File: src/design/pobp_pkg.sv
// Shared types and constants for the pass order and barrier planner.
`timescale 1ns / 1ps

package pobp_pkg;

    localparam int MASK_W   = 8;
    localparam int FROM_W   = 24;
    localparam int STATE_W  = 3;
    localparam int KIND_W   = 2;
    localparam int PIDX_W   = 3;
    localparam int STATUS_W = 2;
    localparam int KINDS_W  = 16;

    // Tracked resource states
    localparam logic [STATE_W-1:0] ST_UNDEFINED    = 3'd0;
    localparam logic [STATE_W-1:0] ST_COLOR_TARGET = 3'd1;
    localparam logic [STATE_W-1:0] ST_DEPTH_WRITE  = 3'd2;
    localparam logic [STATE_W-1:0] ST_SHADER_READ  = 3'd4;
    localparam logic [STATE_W-1:0] ST_PRESENT      = 3'd5;

    // Resource kinds
    localparam logic [KIND_W-1:0] KIND_TRANSIENT = 2'd0;
    localparam logic [KIND_W-1:0] KIND_SHADOW    = 2'd1;
    localparam logic [KIND_W-1:0] KIND_SWAPCHAIN = 2'd3;

    // Result status codes
    localparam logic [STATUS_W-1:0] STATUS_OK       = 2'd0;
    localparam logic [STATUS_W-1:0] STATUS_CYCLE    = 2'd1;
    localparam logic [STATUS_W-1:0] STATUS_OVERFLOW = 2'd2;

    typedef struct packed {
        logic [MASK_W-1:0] read_mask;
        logic [MASK_W-1:0] write_mask;
        logic              last_pass;
    } pass_in_t;

    typedef struct packed {
        logic [PIDX_W-1:0]   pass_index;
        logic [MASK_W-1:0]   read_barrier_mask;
        logic [FROM_W-1:0]   read_from_states;
        logic [MASK_W-1:0]   write_barrier_mask;
        logic [FROM_W-1:0]   write_from_states;
        logic [MASK_W-1:0]   present_mask;
        logic [STATUS_W-1:0] status;
        logic                last_result;
    } pass_out_t;

    typedef struct packed {
        logic                load;
        logic                frame_end;
        logic                solve_start;
        logic                order_step;
        logic                emit_begin;
        logic                emit_step;
        logic                emit_err;
        logic [STATUS_W-1:0] err_code;
    } pobp_cmd_t;

    typedef struct packed {
        logic full;
        logic found;
        logic last_step;
        logic out_free;
    } pobp_status_t;

endpackage

File: src/design/pobp_ctrl.sv
// Controller state machine: load, order, emit and error phases.
`timescale 1ns / 1ps

module pobp_ctrl import pobp_pkg::*; (
    input  logic         aclk,
    input  logic         aresetn,
    input  logic         s_valid,
    input  logic         s_last,
    output logic         s_ready,
    input  pobp_status_t status,
    output pobp_cmd_t    cmd
);

    typedef enum logic [1:0] {
        S_IDLE,
        S_ORDER,
        S_EMIT,
        S_ERROR
    } state_t;

    state_t              state_reg;
    logic                ovf_reg;
    logic [STATUS_W-1:0] err_code_reg;

    assign s_ready = (state_reg == S_IDLE);

    always_comb begin
        cmd = '0;
        unique case (state_reg)
            S_IDLE: begin
                if (s_valid) begin
                    cmd.load = !status.full;
                    if (s_last) begin
                        cmd.frame_end   = 1'b1;
                        cmd.solve_start = !(ovf_reg || status.full);
                    end
                end
            end
            S_ORDER: begin
                if (status.found) begin
                    cmd.order_step = 1'b1;
                    cmd.emit_begin = status.last_step;
                end
            end
            S_EMIT: begin
                cmd.emit_step = status.out_free;
            end
            S_ERROR: begin
                cmd.emit_err = status.out_free;
                cmd.err_code = err_code_reg;
            end
            default: cmd = '0;
        endcase
    end

    always_ff @(posedge aclk) begin
        if (!aresetn) begin
            state_reg    <= S_IDLE;
            ovf_reg      <= 1'b0;
            err_code_reg <= STATUS_OK;
        end else begin
            unique case (state_reg)
                S_IDLE: begin
                    if (s_valid) begin
                        if (s_last) begin
                            ovf_reg <= 1'b0;
                            if (ovf_reg || status.full) begin
                                state_reg    <= S_ERROR;
                                err_code_reg <= STATUS_OVERFLOW;
                            end else begin
                                state_reg <= S_ORDER;
                            end
                        end else if (status.full) begin
                            ovf_reg <= 1'b1;
                        end
                    end
                end
                S_ORDER: begin
                    // No ready pass left: the graph has a cycle
                    if (!status.found) begin
                        state_reg    <= S_ERROR;
                        err_code_reg <= STATUS_CYCLE;
                    end else if (status.last_step) begin
                        state_reg <= S_EMIT;
                    end
                end
                S_EMIT: begin
                    if (status.out_free && status.last_step) begin
                        state_reg <= S_IDLE;
                    end
                end
                S_ERROR: begin
                    if (status.out_free) begin
                        state_reg <= S_IDLE;
                    end
                end
                default: state_reg <= S_IDLE;
            endcase
        end
    end

`ifndef ASSERT_OFF
    a_busy_after_last: assert property (@(posedge aclk) disable iff (!aresetn)
        (s_valid && s_ready && s_last) |=> !s_ready)
        else $error("planner idle straight after final pass");

    a_order_not_to_idle: assert property (@(posedge aclk) disable iff (!aresetn)
        (state_reg == S_ORDER) |=> (state_reg != S_IDLE))
        else $error("ordering phase ended without results");

    a_solve_stores_pass: assert property (@(posedge aclk) disable iff (!aresetn)
        cmd.solve_start |-> cmd.load)
        else $error("solve started without storing the final pass");
`endif

endmodule

File: src/design/pobp_datapath.sv
// Datapath: pass tables, dependency matrix, ordering, barrier planning, output register.
`timescale 1ns / 1ps

module pobp_datapath import pobp_pkg::*; #(
    parameter int MAX_PASSES    = 8,
    parameter int MAX_RESOURCES = 8
) (
    input  logic               aclk,
    input  logic               aresetn,
    input  pobp_cmd_t          cmd,
    output pobp_status_t       status,
    input  pass_in_t           s_data,
    input  logic               cfg_wr_en,
    input  logic [KINDS_W-1:0] cfg_wr_data,
    output logic               m_valid,
    input  logic               m_ready,
    output pass_out_t          m_data
);

    localparam int RES_W = (MAX_RESOURCES < MASK_W) ? MAX_RESOURCES : MASK_W;
    localparam int IDX_W = $clog2(MAX_PASSES);
    localparam int CNT_W = $clog2(MAX_PASSES + 1);

    logic [RES_W-1:0]      reads_reg  [MAX_PASSES];
    logic [RES_W-1:0]      writes_reg [MAX_PASSES];
    logic [MAX_PASSES-1:0] dep_reg    [MAX_PASSES];
    logic [IDX_W-1:0]      order_reg  [MAX_PASSES];
    logic [STATE_W-1:0]    track_reg  [RES_W];
    logic [STATE_W-1:0]    track_next [RES_W];

    logic [CNT_W-1:0]      count_reg;
    logic [CNT_W-1:0]      n_reg;
    logic [CNT_W-1:0]      step_reg;
    logic [MAX_PASSES-1:0] fin_reg;
    logic [KINDS_W-1:0]    kinds_reg;
    logic                  m_valid_reg;
    pass_out_t             out_reg;

    logic [RES_W-1:0]      rd_in;
    logic [RES_W-1:0]      wr_in;
    logic [IDX_W-1:0]      load_idx;
    logic [IDX_W-1:0]      step_idx;
    logic [MAX_PASSES-1:0] valid_vec;
    logic [MAX_PASSES-1:0] ready_vec;
    logic [IDX_W-1:0]      sel_idx;
    logic [IDX_W-1:0]      cur_pass;
    logic [RES_W-1:0]      cur_rd;
    logic [RES_W-1:0]      cur_wr;
    logic [RES_W-1:0]      rmask;
    logic [RES_W-1:0]      wmask;
    logic [RES_W-1:0]      pmask;
    logic [STATE_W*RES_W-1:0] rfrom;
    logic [STATE_W*RES_W-1:0] wfrom;
    pass_out_t             plan_out;
    pass_out_t             err_out;

    assign rd_in    = s_data.read_mask[RES_W-1:0];
    assign wr_in    = s_data.write_mask[RES_W-1:0];
    assign load_idx = count_reg[IDX_W-1:0];
    assign step_idx = step_reg[IDX_W-1:0];

    // Ready: not finished, and every producer of its reads is finished
    always_comb begin
        logic [MAX_PASSES-1:0] self_bit;
        for (int c = 0; c < MAX_PASSES; c++) begin
            self_bit     = '0;
            self_bit[c]  = 1'b1;
            valid_vec[c] = (CNT_W'(c) < n_reg);
            ready_vec[c] = 1'b0;
        end
        for (int c = 0; c < MAX_PASSES; c++) begin
            self_bit    = '0;
            self_bit[c] = 1'b1;
            ready_vec[c] = valid_vec[c] && !fin_reg[c]
                && ((dep_reg[c] & valid_vec & ~fin_reg & ~self_bit) == '0);
        end
    end

    // Lowest ready index wins
    always_comb begin
        sel_idx = '0;
        for (int c = MAX_PASSES - 1; c >= 0; c--) begin
            if (ready_vec[c]) begin
                sel_idx = IDX_W'(c);
            end
        end
    end

    assign status.full      = (count_reg == CNT_W'(MAX_PASSES));
    assign status.found     = |ready_vec;
    assign status.last_step = (step_reg == n_reg - CNT_W'(1));
    assign status.out_free  = !m_valid_reg || m_ready;

    assign cur_pass = order_reg[step_idx];
    assign cur_rd   = reads_reg[cur_pass];
    assign cur_wr   = writes_reg[cur_pass];

    // Per-resource barrier lanes: read, then write, then present
    always_comb begin
        logic [KIND_W-1:0]  kind;
        logic [STATE_W-1:0] st0;
        logic [STATE_W-1:0] st1;
        logic [STATE_W-1:0] st2;
        logic [STATE_W-1:0] wto;
        for (int r = 0; r < RES_W; r++) begin
            kind = kinds_reg[2*r +: KIND_W];
            st0  = track_reg[r];
            rmask[r] = cur_rd[r] && (kind != KIND_TRANSIENT) && (st0 != ST_SHADER_READ);
            rfrom[STATE_W*r +: STATE_W] = rmask[r] ? st0 : ST_UNDEFINED;
            st1  = rmask[r] ? ST_SHADER_READ : st0;
            wto  = (kind == KIND_SHADOW) ? ST_DEPTH_WRITE : ST_COLOR_TARGET;
            wmask[r] = cur_wr[r] && (kind != KIND_TRANSIENT) && (st1 != wto);
            wfrom[STATE_W*r +: STATE_W] = wmask[r] ? st1 : ST_UNDEFINED;
            st2  = wmask[r] ? wto : st1;
            pmask[r] = cur_wr[r] && (kind == KIND_SWAPCHAIN) && (st2 != ST_PRESENT);
            track_next[r] = pmask[r] ? ST_PRESENT : st2;
        end
    end

    always_comb begin
        plan_out                    = '0;
        plan_out.pass_index         = PIDX_W'(cur_pass);
        plan_out.read_barrier_mask  = MASK_W'(rmask);
        plan_out.read_from_states   = FROM_W'(rfrom);
        plan_out.write_barrier_mask = MASK_W'(wmask);
        plan_out.write_from_states  = FROM_W'(wfrom);
        plan_out.present_mask       = MASK_W'(pmask);
        plan_out.status             = STATUS_OK;
        plan_out.last_result        = status.last_step;
    end

    // Error transfer: status code only, marked final
    always_comb begin
        err_out             = '0;
        err_out.status      = cmd.err_code;
        err_out.last_result = 1'b1;
    end

    // Control registers
    always_ff @(posedge aclk) begin
        if (!aresetn) begin
            count_reg   <= '0;
            n_reg       <= '0;
            step_reg    <= '0;
            fin_reg     <= '0;
            kinds_reg   <= '0;
            m_valid_reg <= 1'b0;
        end else begin
            if (cfg_wr_en) begin
                kinds_reg <= cfg_wr_data;
            end
            if (cmd.frame_end) begin
                count_reg <= '0;
            end else if (cmd.load) begin
                count_reg <= count_reg + CNT_W'(1);
            end
            if (cmd.solve_start) begin
                n_reg    <= count_reg + CNT_W'(1);
                step_reg <= '0;
                fin_reg  <= '0;
            end else if (cmd.emit_begin) begin
                step_reg <= '0;
            end else if (cmd.order_step || cmd.emit_step) begin
                step_reg <= step_reg + CNT_W'(1);
            end
            if (cmd.order_step) begin
                fin_reg[sel_idx] <= 1'b1;
            end
            if (cmd.emit_step || cmd.emit_err) begin
                m_valid_reg <= 1'b1;
            end else if (m_ready) begin
                m_valid_reg <= 1'b0;
            end
        end
    end

    // Payload registers
    always_ff @(posedge aclk) begin
        if (cmd.load) begin
            reads_reg[load_idx]  <= rd_in;
            writes_reg[load_idx] <= wr_in;
            for (int c = 0; c < MAX_PASSES; c++) begin
                for (int p = 0; p < MAX_PASSES; p++) begin
                    if ((IDX_W'(c) == load_idx) && (IDX_W'(p) < load_idx)) begin
                        dep_reg[c][p] <= |(writes_reg[p] & rd_in);
                    end else if ((IDX_W'(p) == load_idx) && (IDX_W'(c) < load_idx)) begin
                        dep_reg[c][p] <= |(wr_in & reads_reg[c]);
                    end
                end
            end
        end
        if (cmd.order_step) begin
            order_reg[step_idx] <= sel_idx;
        end
        if (cmd.emit_begin) begin
            for (int r = 0; r < RES_W; r++) begin
                track_reg[r] <= ST_UNDEFINED;
            end
        end else if (cmd.emit_step) begin
            for (int r = 0; r < RES_W; r++) begin
                track_reg[r] <= track_next[r];
            end
        end
        if (cmd.emit_step) begin
            out_reg <= plan_out;
        end else if (cmd.emit_err) begin
            out_reg <= err_out;
        end
    end

    assign m_valid = m_valid_reg;
    assign m_data  = out_reg;

`ifndef ASSERT_OFF
    a_order_adds_one: assert property (@(posedge aclk) disable iff (!aresetn)
        cmd.order_step |=> ($countones(fin_reg) == $past($countones(fin_reg)) + 1))
        else $error("ordering step did not retire exactly one pass");

    a_error_is_final: assert property (@(posedge aclk) disable iff (!aresetn)
        (m_valid && (m_data.status != STATUS_OK)) |-> m_data.last_result)
        else $error("error result not marked final");

    a_emit_in_range: assert property (@(posedge aclk) disable iff (!aresetn)
        cmd.emit_step |-> (step_reg < n_reg))
        else $error("emit step beyond pass count");
`endif

endmodule

File: src/design/pass_order_and_barrier_planner_core.sv
// Top level of the pass order and barrier planner: controller plus datapath.
// Loading: one pass per cycle, s_ready high only while idle, not during a solve or error.
// Solve of n passes: ordering retires one pass per cycle from the ready scan,
// then one result per cycle whenever the output register is free.
// Error results (cycle or too many passes) go out once the output register is free.
// Reset (aresetn, synchronous, active low) clears control and kinds; pass tables need loading.
`timescale 1ns / 1ps

module pass_order_and_barrier_planner_core import pobp_pkg::*; #(
    parameter int MAX_PASSES    = 8,
    parameter int MAX_RESOURCES = 8
) (
    input  logic               aclk,
    input  logic               aresetn,
    input  logic               s_valid,
    output logic               s_ready,
    input  pass_in_t           s_data,
    output logic               m_valid,
    input  logic               m_ready,
    output pass_out_t          m_data,
    input  logic               cfg_wr_en,
    input  logic [KINDS_W-1:0] cfg_wr_data
);

    pobp_cmd_t    cmd;
    pobp_status_t status;

    pobp_ctrl u_ctrl (
        .aclk    (aclk),
        .aresetn (aresetn),
        .s_valid (s_valid),
        .s_last  (s_data.last_pass),
        .s_ready (s_ready),
        .status  (status),
        .cmd     (cmd)
    );

    pobp_datapath #(
        .MAX_PASSES    (MAX_PASSES),
        .MAX_RESOURCES (MAX_RESOURCES)
    ) u_datapath (
        .aclk        (aclk),
        .aresetn     (aresetn),
        .cmd         (cmd),
        .status      (status),
        .s_data      (s_data),
        .cfg_wr_en   (cfg_wr_en),
        .cfg_wr_data (cfg_wr_data),
        .m_valid     (m_valid),
        .m_ready     (m_ready),
        .m_data      (m_data)
    );

endmodule

File: config.mk
export PLATFORM = sky130hd
export DESIGN_NAME = pass_order_and_barrier_planner_core
export DESIGN_NICKNAME = d
export VERILOG_FILES = /design/src/design/pobp_pkg.sv /design/src/design/pobp_ctrl.sv /design/src/design/pobp_datapath.sv /design/src/design/pass_order_and_barrier_planner_core.sv
export SDC_FILE = /design/constraint.sdc
export NUM_CORES = 1
export LEC_CHECK = 0
export BUFFER_PORTS_ARGS = -buffer_cell sky130_fd_sc_hd__buf_4
export CAP_MARGIN = 20
export CORE_ASPECT_RATIO = 1.25
export CORE_MARGIN = 2
export CORE_UTILIZATION = 55
export CTS_CLUSTER_DIAMETER = 30
export DETAILED_ROUTE_END_ITERATION = 8
export GPL_ROUTABILITY_DRIVEN = 0
export GPL_TIMING_DRIVEN = 0
export PLACE_DENSITY = 0.77
export SLEW_MARGIN = 15
export SYNTH_ARGS = -nofsm -noshare
export SYNTH_HDL_FRONTEND = slang
export SYNTH_HIERARCHICAL = 1
export SYNTH_SLANG_ARGS = --single-unit
File: constraint.sdc
create_clock -name aclk -period 3.3 [get_ports aclk]
set_input_delay 0.165 -clock aclk [delete_from_list [all_inputs] [get_ports aclk]]
set_output_delay 0.165 -clock aclk [all_outputs]
set_load 0.05 [all_outputs]
Word level (Yosys, flattened, before mapping)
Memory sizes are Yosys's and may differ from the RTL's. A register that Yosys moved wholly into a read port is not among the register bits.
Index checks and enable logic that the tools add are counted.
{ "word_totals": {"register_bits": 120, "mem_bits_rw": 240, "inputBits": 38, "output_inout_bits": 80, "word_cells": 912, "memories": 5} }
{ "mem_list": {"columns": ["memory", "depth", "word_bits", "rd", "rd_clocked_by_memory_dff", "wr", "line", "text"], "rows": [
  ["u_datapath.dep_reg", 8, 8, 8, 0, 8, "pobp_datapath.sv:26", "logic [MAX_PASSES-1:0] dep_reg [MAX_PASSES];"],
  ["u_datapath.reads_reg", 8, 8, 9, 0, 1, "pobp_datapath.sv:24", "logic [RES_W-1:0] reads_reg [MAX_PASSES];"],
  ["u_datapath.writes_reg", 8, 8, 9, 0, 1, "pobp_datapath.sv:25", "logic [RES_W-1:0] writes_reg [MAX_PASSES];"],
  ["u_datapath.order_reg", 8, 3, 1, 1, 1, "pobp_datapath.sv:27", "logic [IDX_W-1:0] order_reg [MAX_PASSES];"],
  ["u_datapath.track_reg", 8, 3, 8, 0, 8, "pobp_datapath.sv:28", "logic [STATE_W-1:0] track_reg [RES_W];"]
]} }
{ "op_classes": {"add_sub_neg": 3, "order_cmp": 18, "eq_ne": 59, "mux": 522, "bitwise_logic": 99, "n_reduce_logical": 189} }
{ "op_table": {"columns": ["op", "count"], "rows": [
  ["2-to-1 mux 1 bit", 431],
  ["AND 8 bit", 30],
  ["2-to-1 mux 3 bit", 61],
  ["2-to-1 mux 78 bit", 2],
  ["OR reduction 8 bit", 17],
  ["logical AND 1 bit", 130],
  ["zero test 8 bit", 8],
  ["bitwise OR 1 bit", 64],
  ["!= test 3 bit, second input constant", 17],
  ["2-to-1 mux 2 bit", 22],
  ["2-to-1 mux 8 bit", 3],
  ["!= test 3 bit", 8],
  ["nonzero test 2 bit", 12],
  ["equality test 2 bit, second input constant", 10],
  ["equality test 2 x 1 -> 1 bit, second input constant", 9],
  ["< comparator 3 x 4 -> 1 bit, first input constant", 4],
  ["AND 7 bit", 2],
  ["equality test 3 bit, first input constant", 4],
  ["< comparator 3 bit, first input constant", 4],
  ["zero test 1 bit", 11],
  ["AND reduction 5 bit", 2],
  ["adder 4 x 1 -> 4 bit, second input constant", 2],
  ["< comparator 1 x 4 -> 1 bit, first input constant", 2],
  ["< comparator 2 x 4 -> 1 bit, first input constant", 2],
  ["other kinds (23)", 33]
]} }

Longest topological paths before layout
{ "logic_depth": {"ltp_word": 19, "mapped_depth": 16, "ltp_nobuf": 14} }

By module
The synthesis kept the hierarchy.
{ "modules_own_cells": {"columns": ["mod", "instances", "cells_each", "area_each_um2", "seq_area_each_um2"], "rows": [
  ["pobp_datapath", 1, 1241, 15864.0, 10089.7],
  ["pobp_ctrl", 1, 37, 290.3, 100.1]
]} }

Worst setup path before layout
OpenSTA, ideal clock, no wires.
{ "synth_path": {"path_kind": "reg-to-reg", "from": "reg u_datapath.n_reg[0]", "to": "mem u_datapath.track_reg[3][2], in the netlist u_datapath/track_reg[0][11] (data pin)", "arrival_ns": 3.502, "setup_slack_ns": -0.376, "path_stages_with_launch": 15, "path_buffers": 1, "synth_period_minus_slack_ns": 3.676, "cell_sequence": "dfxtp_1 -> inv_1 -> ha_1 -> or2_2 -> a21oi_1 -> a22oi_1 -> and3_1 -> nor4_1 -> nand3_1 -> and3b_1 -> and2_1 -> clkbuf_1 -> nor2_1 -> o21ai_0 -> a311oi_1"} }
{ "synth_rtl": {"columns": ["item", "line", "text"], "rows": [
  ["start, declared", "pobp_datapath.sv:32", "logic [CNT_W-1:0] n_reg;"],
  ["start signal, assigned", "pobp_datapath.sv:158", "n_reg <= count_reg + CNT_W'(1);"],
  ["end, declared", "pobp_datapath.sv:28", null]
]} }

==> run_results.csv <==
group,metric,value,unit
floorplanning,chipHeight,196,um
detailed_routing,avgRoutedWirePerCell,23.4,um
timing,rsz0062_at_grt,"yes",
clock_network,cts_num_sinks,355,
setup_path,r2r_setup_slack,0.08,ns
clock_network,root_buffer,"clkbuf_16",
timing,relSlewSlack,37.8,%
pwr,max-vdd-ir-drop,0.382,mV
synthesis,ys_types,77,
synthesis,synth_compound_area_share,12.2,%
synthesis,syn-num-nets,1325,
timing,finalHoldViolCount,0,
placed_design,placed_cell_area,17700,um^2
synthesis,ys.flop_type,"edfxtp_1",
clock_network,cts-buffers-inserted,47,
setup_path,cp_max_fo,10,
pwr,leakagePower,7.22,nW
clock_network,cts-htree-levels,2,
clock_network,path_clk_slew,0.06,ns
setup_path,reg2reg_to,"u_datapath/m_data[29]",
clock_network,clock_latency,0.57,ns
setup_path,reg2regPathDepth,13,
worst_hold_path,hold_end,"u_datapath/kinds_reg[0]",
grt,grt_max_degree,42,
synthesis,synth.avg_cell_area,12.6,um^2
synthesis,synth_xor_area_share,0.596,%
final_layout,layout_common_cells,"308 x edfxtp_1, 150 x buf_4, 119 x nor2_1",
floorplanning,num_io_pins,118,
synthesis,yosys.area_share.simple,15.0,%
worst_hold_path,holdPathStages,3,
detailed_routing,ant_nets,0,
grt,first_global_vias,11800,
flow_run,maxCapViolations,0,
timing,worstMarginPinSlew,0.925,ns
setup_path,setup.worst_path.class,"reg2reg",
final_layout,antenna_cells,0,
floorplanning,die_w,157,um
grt,grt_overflow,0,
setup_path,cp_slowest_cell,"mux4_2",
synthesis,synth_top_family_by_area,"simple AND/OR/NAND/NOR gates",
clock_network,cts.path.max_buffers,3,
timing,period_needed,3.22,ns
grt,grt_pass1_wl,67.8,mm
floorplanning,dieArea,30800,um^2
synthesis,yosys_register_bits,355,
timing,max_freq,310,MHz
clock_network,cts_tree,"yes",
setup_path,arrival,3.63,ns
grt,grtUsageTotal,29.3,%
setup_path,cp_top_family,"multiplexers",
outcome,status,"complete, no violations",
worst_hold_path,worstHoldPathType,"in2reg",
detailed_routing,routed_wl,45.9,mm
timing,report.final.slew_viol_count,0,
synthesis,yosys.area_share.adder,0.697,%
setup_path,cp-start-kind,"flop",
synthesis,yosysSeqAreaShare,63.1,%
floorplanning,core_area,29100,um^2
setup_path,end_kind,"flop",
final_layout,area.growth.synth_to_final,25.4,%
placed_design,place_hpwl,30.8,mm
setup_path,critical_path_required,3.71,ns
floorplanning,start_util,55.6,%
worst_hold_path,hold_start,"cfg_wr_en",
setup_path,slowest_delay,0.58,ns
pwr,power_density,614,nW/um^2
synthesis,synth_edf_count,308,
detailed_routing,drt_iter0_drc,1424,
final_layout,layout_commonest_cell,"edfxtp_1",
floorplanning,rows,70,
detailed_routing,drt_first_pass_iters,5,
setup_path,crit_chain,"buf_6 -> mux4_2 -> mux2_2 -> buf_6 -> buf_6 -> buf_6 -> mux2i_1 -> a32oi_2 -> nand2_2 -> nor2_2 -> o21ai_1 -> nor2_1 -> o311a_1",
final_layout,nFillCells,1986,
setup_path,path_buf_inv,4,
synthesis,async_flop_share,0,%
timing,finClkSkew,0.0325,ns
synthesis,yosys_warnings,6,
timing,setup_viol,0,
detailed_routing,drc,0,
detailed_routing,vias,12300,
timing,post-route-period-util,97.7,%
synthesis,muxShareOfSynthArea,6.05,%
final_layout,fin_nets,1571,
grt,antenna_found_initial,0,
final_layout,drive_above_1_share,24.8,%
setup_path,crit_top_cell,"buf_6",
placed_design,port_buffers,116,
synthesis,syn-cell-area,16200,um^2
synthesis,synth_cells,1278,
timing,timing.setup.tns,0,ns
detailed_routing,via_per_inst,6.31,
final_layout,largest_reg_flops,78,
final_layout,design_area,20300,um^2
==> timing repair <==
item | CTS | global route
setup buffers | 19 | 19
gates resized for setup | 46 | 36
cloned | 2 | 1
pin swaps | 12 | 15
endpoints found under the hold margin | 150 | 0
hold buffers | 38 | 0
setup endpoints to repair | 368 | 198
==> worst max path at each step <==
stage	slack (ns)	start	to	cells past startpoint
6_report	0.08	flop	u_datapath/m_data[29]	13
3_3_place_gp	-1.82	u_datapath/count_reg[0]	u_datapath/dep_reg[0][3]	11
3_5_place_dp	-1.32	u_datapath/count_reg[0]	u_datapath/dep_reg[0][29]	11
5_1_grt	-0.12	m_ready	u_datapath/m_data[0]	10
4_1_cts	0.008	u_datapath/n_reg[0]	u_datapath/track_reg[0][2]	16
2_1_floorplan	-0.04	u_datapath/count_reg[0]	u_datapath/dep_reg[0][11]	11
==> logic make-up after synthesis <==
group                      after synthesis
adders and majority gates                9
DFF                                    355
xor gates and xnor gates                11
AOI/OAI and AO/OA                      269
and+or+nand+nor                        477
buffers and inverters                   83
muxes                                   74
==> through the flow <==
stage	worst slack, ns	instances	hold slack [ns]	power, W	util, %
after floorplan	-0.0413	1278	0.264	0.00653	-
after detailed placement	-1.32	1796	0.441	0.00716	60.9
after global routing	-0.123	1957	0.177	0.0128	69.7
after CTS	0.00824	1940	0.154	0.0123	68.8
final	0.0757	1957	0.171	0.0124	69.7
after global placement	-1.82	1790	0.431	0.00711	60.4
==> worst register-to-register path: cells and delay by family, from the launching register on <==
kind	cells	cell delay, ns
AOI/OAI and AO/OA	3	0.64
and+or+nand+nor	3	0.38
muxes	3	1.08
buffers and inverters	4	0.66
DFF	1	0.33
==> cell type report <==
class | count | area, um^2 | share of cell area, %
flip-flops and latches | 355 | 10200 | 50.3
repair buffers | 198 | 1680 | 8.29
clock buffers | 49 | 1180 | 5.84
repair inverters | 1 | 5.00 | 0.0247
inverters | 36 | 139 | 0.686
well taps | 396 | 495 | 2.45
clock inverters | 37 | 395 | 1.95
multi-input cells | 842 | 5900 | 29.1
plain buffers | 43 | 267 | 1.32
==> cell usage after synthesis (all sizes together) (18+ instances only) <==
| master | instances | share of area (%) |
|---|---|---|
| a22oi | 60 | 2.8 |
| dfxtp | 47 | 5.8 |
| nand4 | 28 | 1.1 |
| edfxtp | 308 | 57 |
| and2 | 26 | 1.0 |
| nor2b | 44 | 1.7 |
| and3 | 30 | 1.2 |
| buf | 18 | 0.90 |
| clkbuf | 29 | 0.67 |
| o21ai | 35 | 1.1 |
| mux2i | 55 | 3.8 |
| nor2 | 139 | 3.3 |
| a21oi | 74 | 2.3 |
| inv | 36 | 0.84 |
| nor3 | 20 | 0.62 |
| nand2 | 108 | 2.5 |
==> metal layers <==
metal	global-route usage, %	vias up	share of wire [%]	routed length [um]
met2	50.5	822	50	22800
met1	35.4	5943	35	16300
met5	0	-	0	0
li1	-	5402	-	-
met4	14.6	0	6.1	2780
met3	4.95	173	8.8	4030
==> power breakdown <==
group / internal (W) / switching [W] / total (W)
clock: 0.00301 / 0.00204 / 0.00506
combinational: 0.000764 / 0.00142 / 0.00218
sequential: 0.00510 / 0.000112 / 0.00521
(Power assumes the default switching activity.)
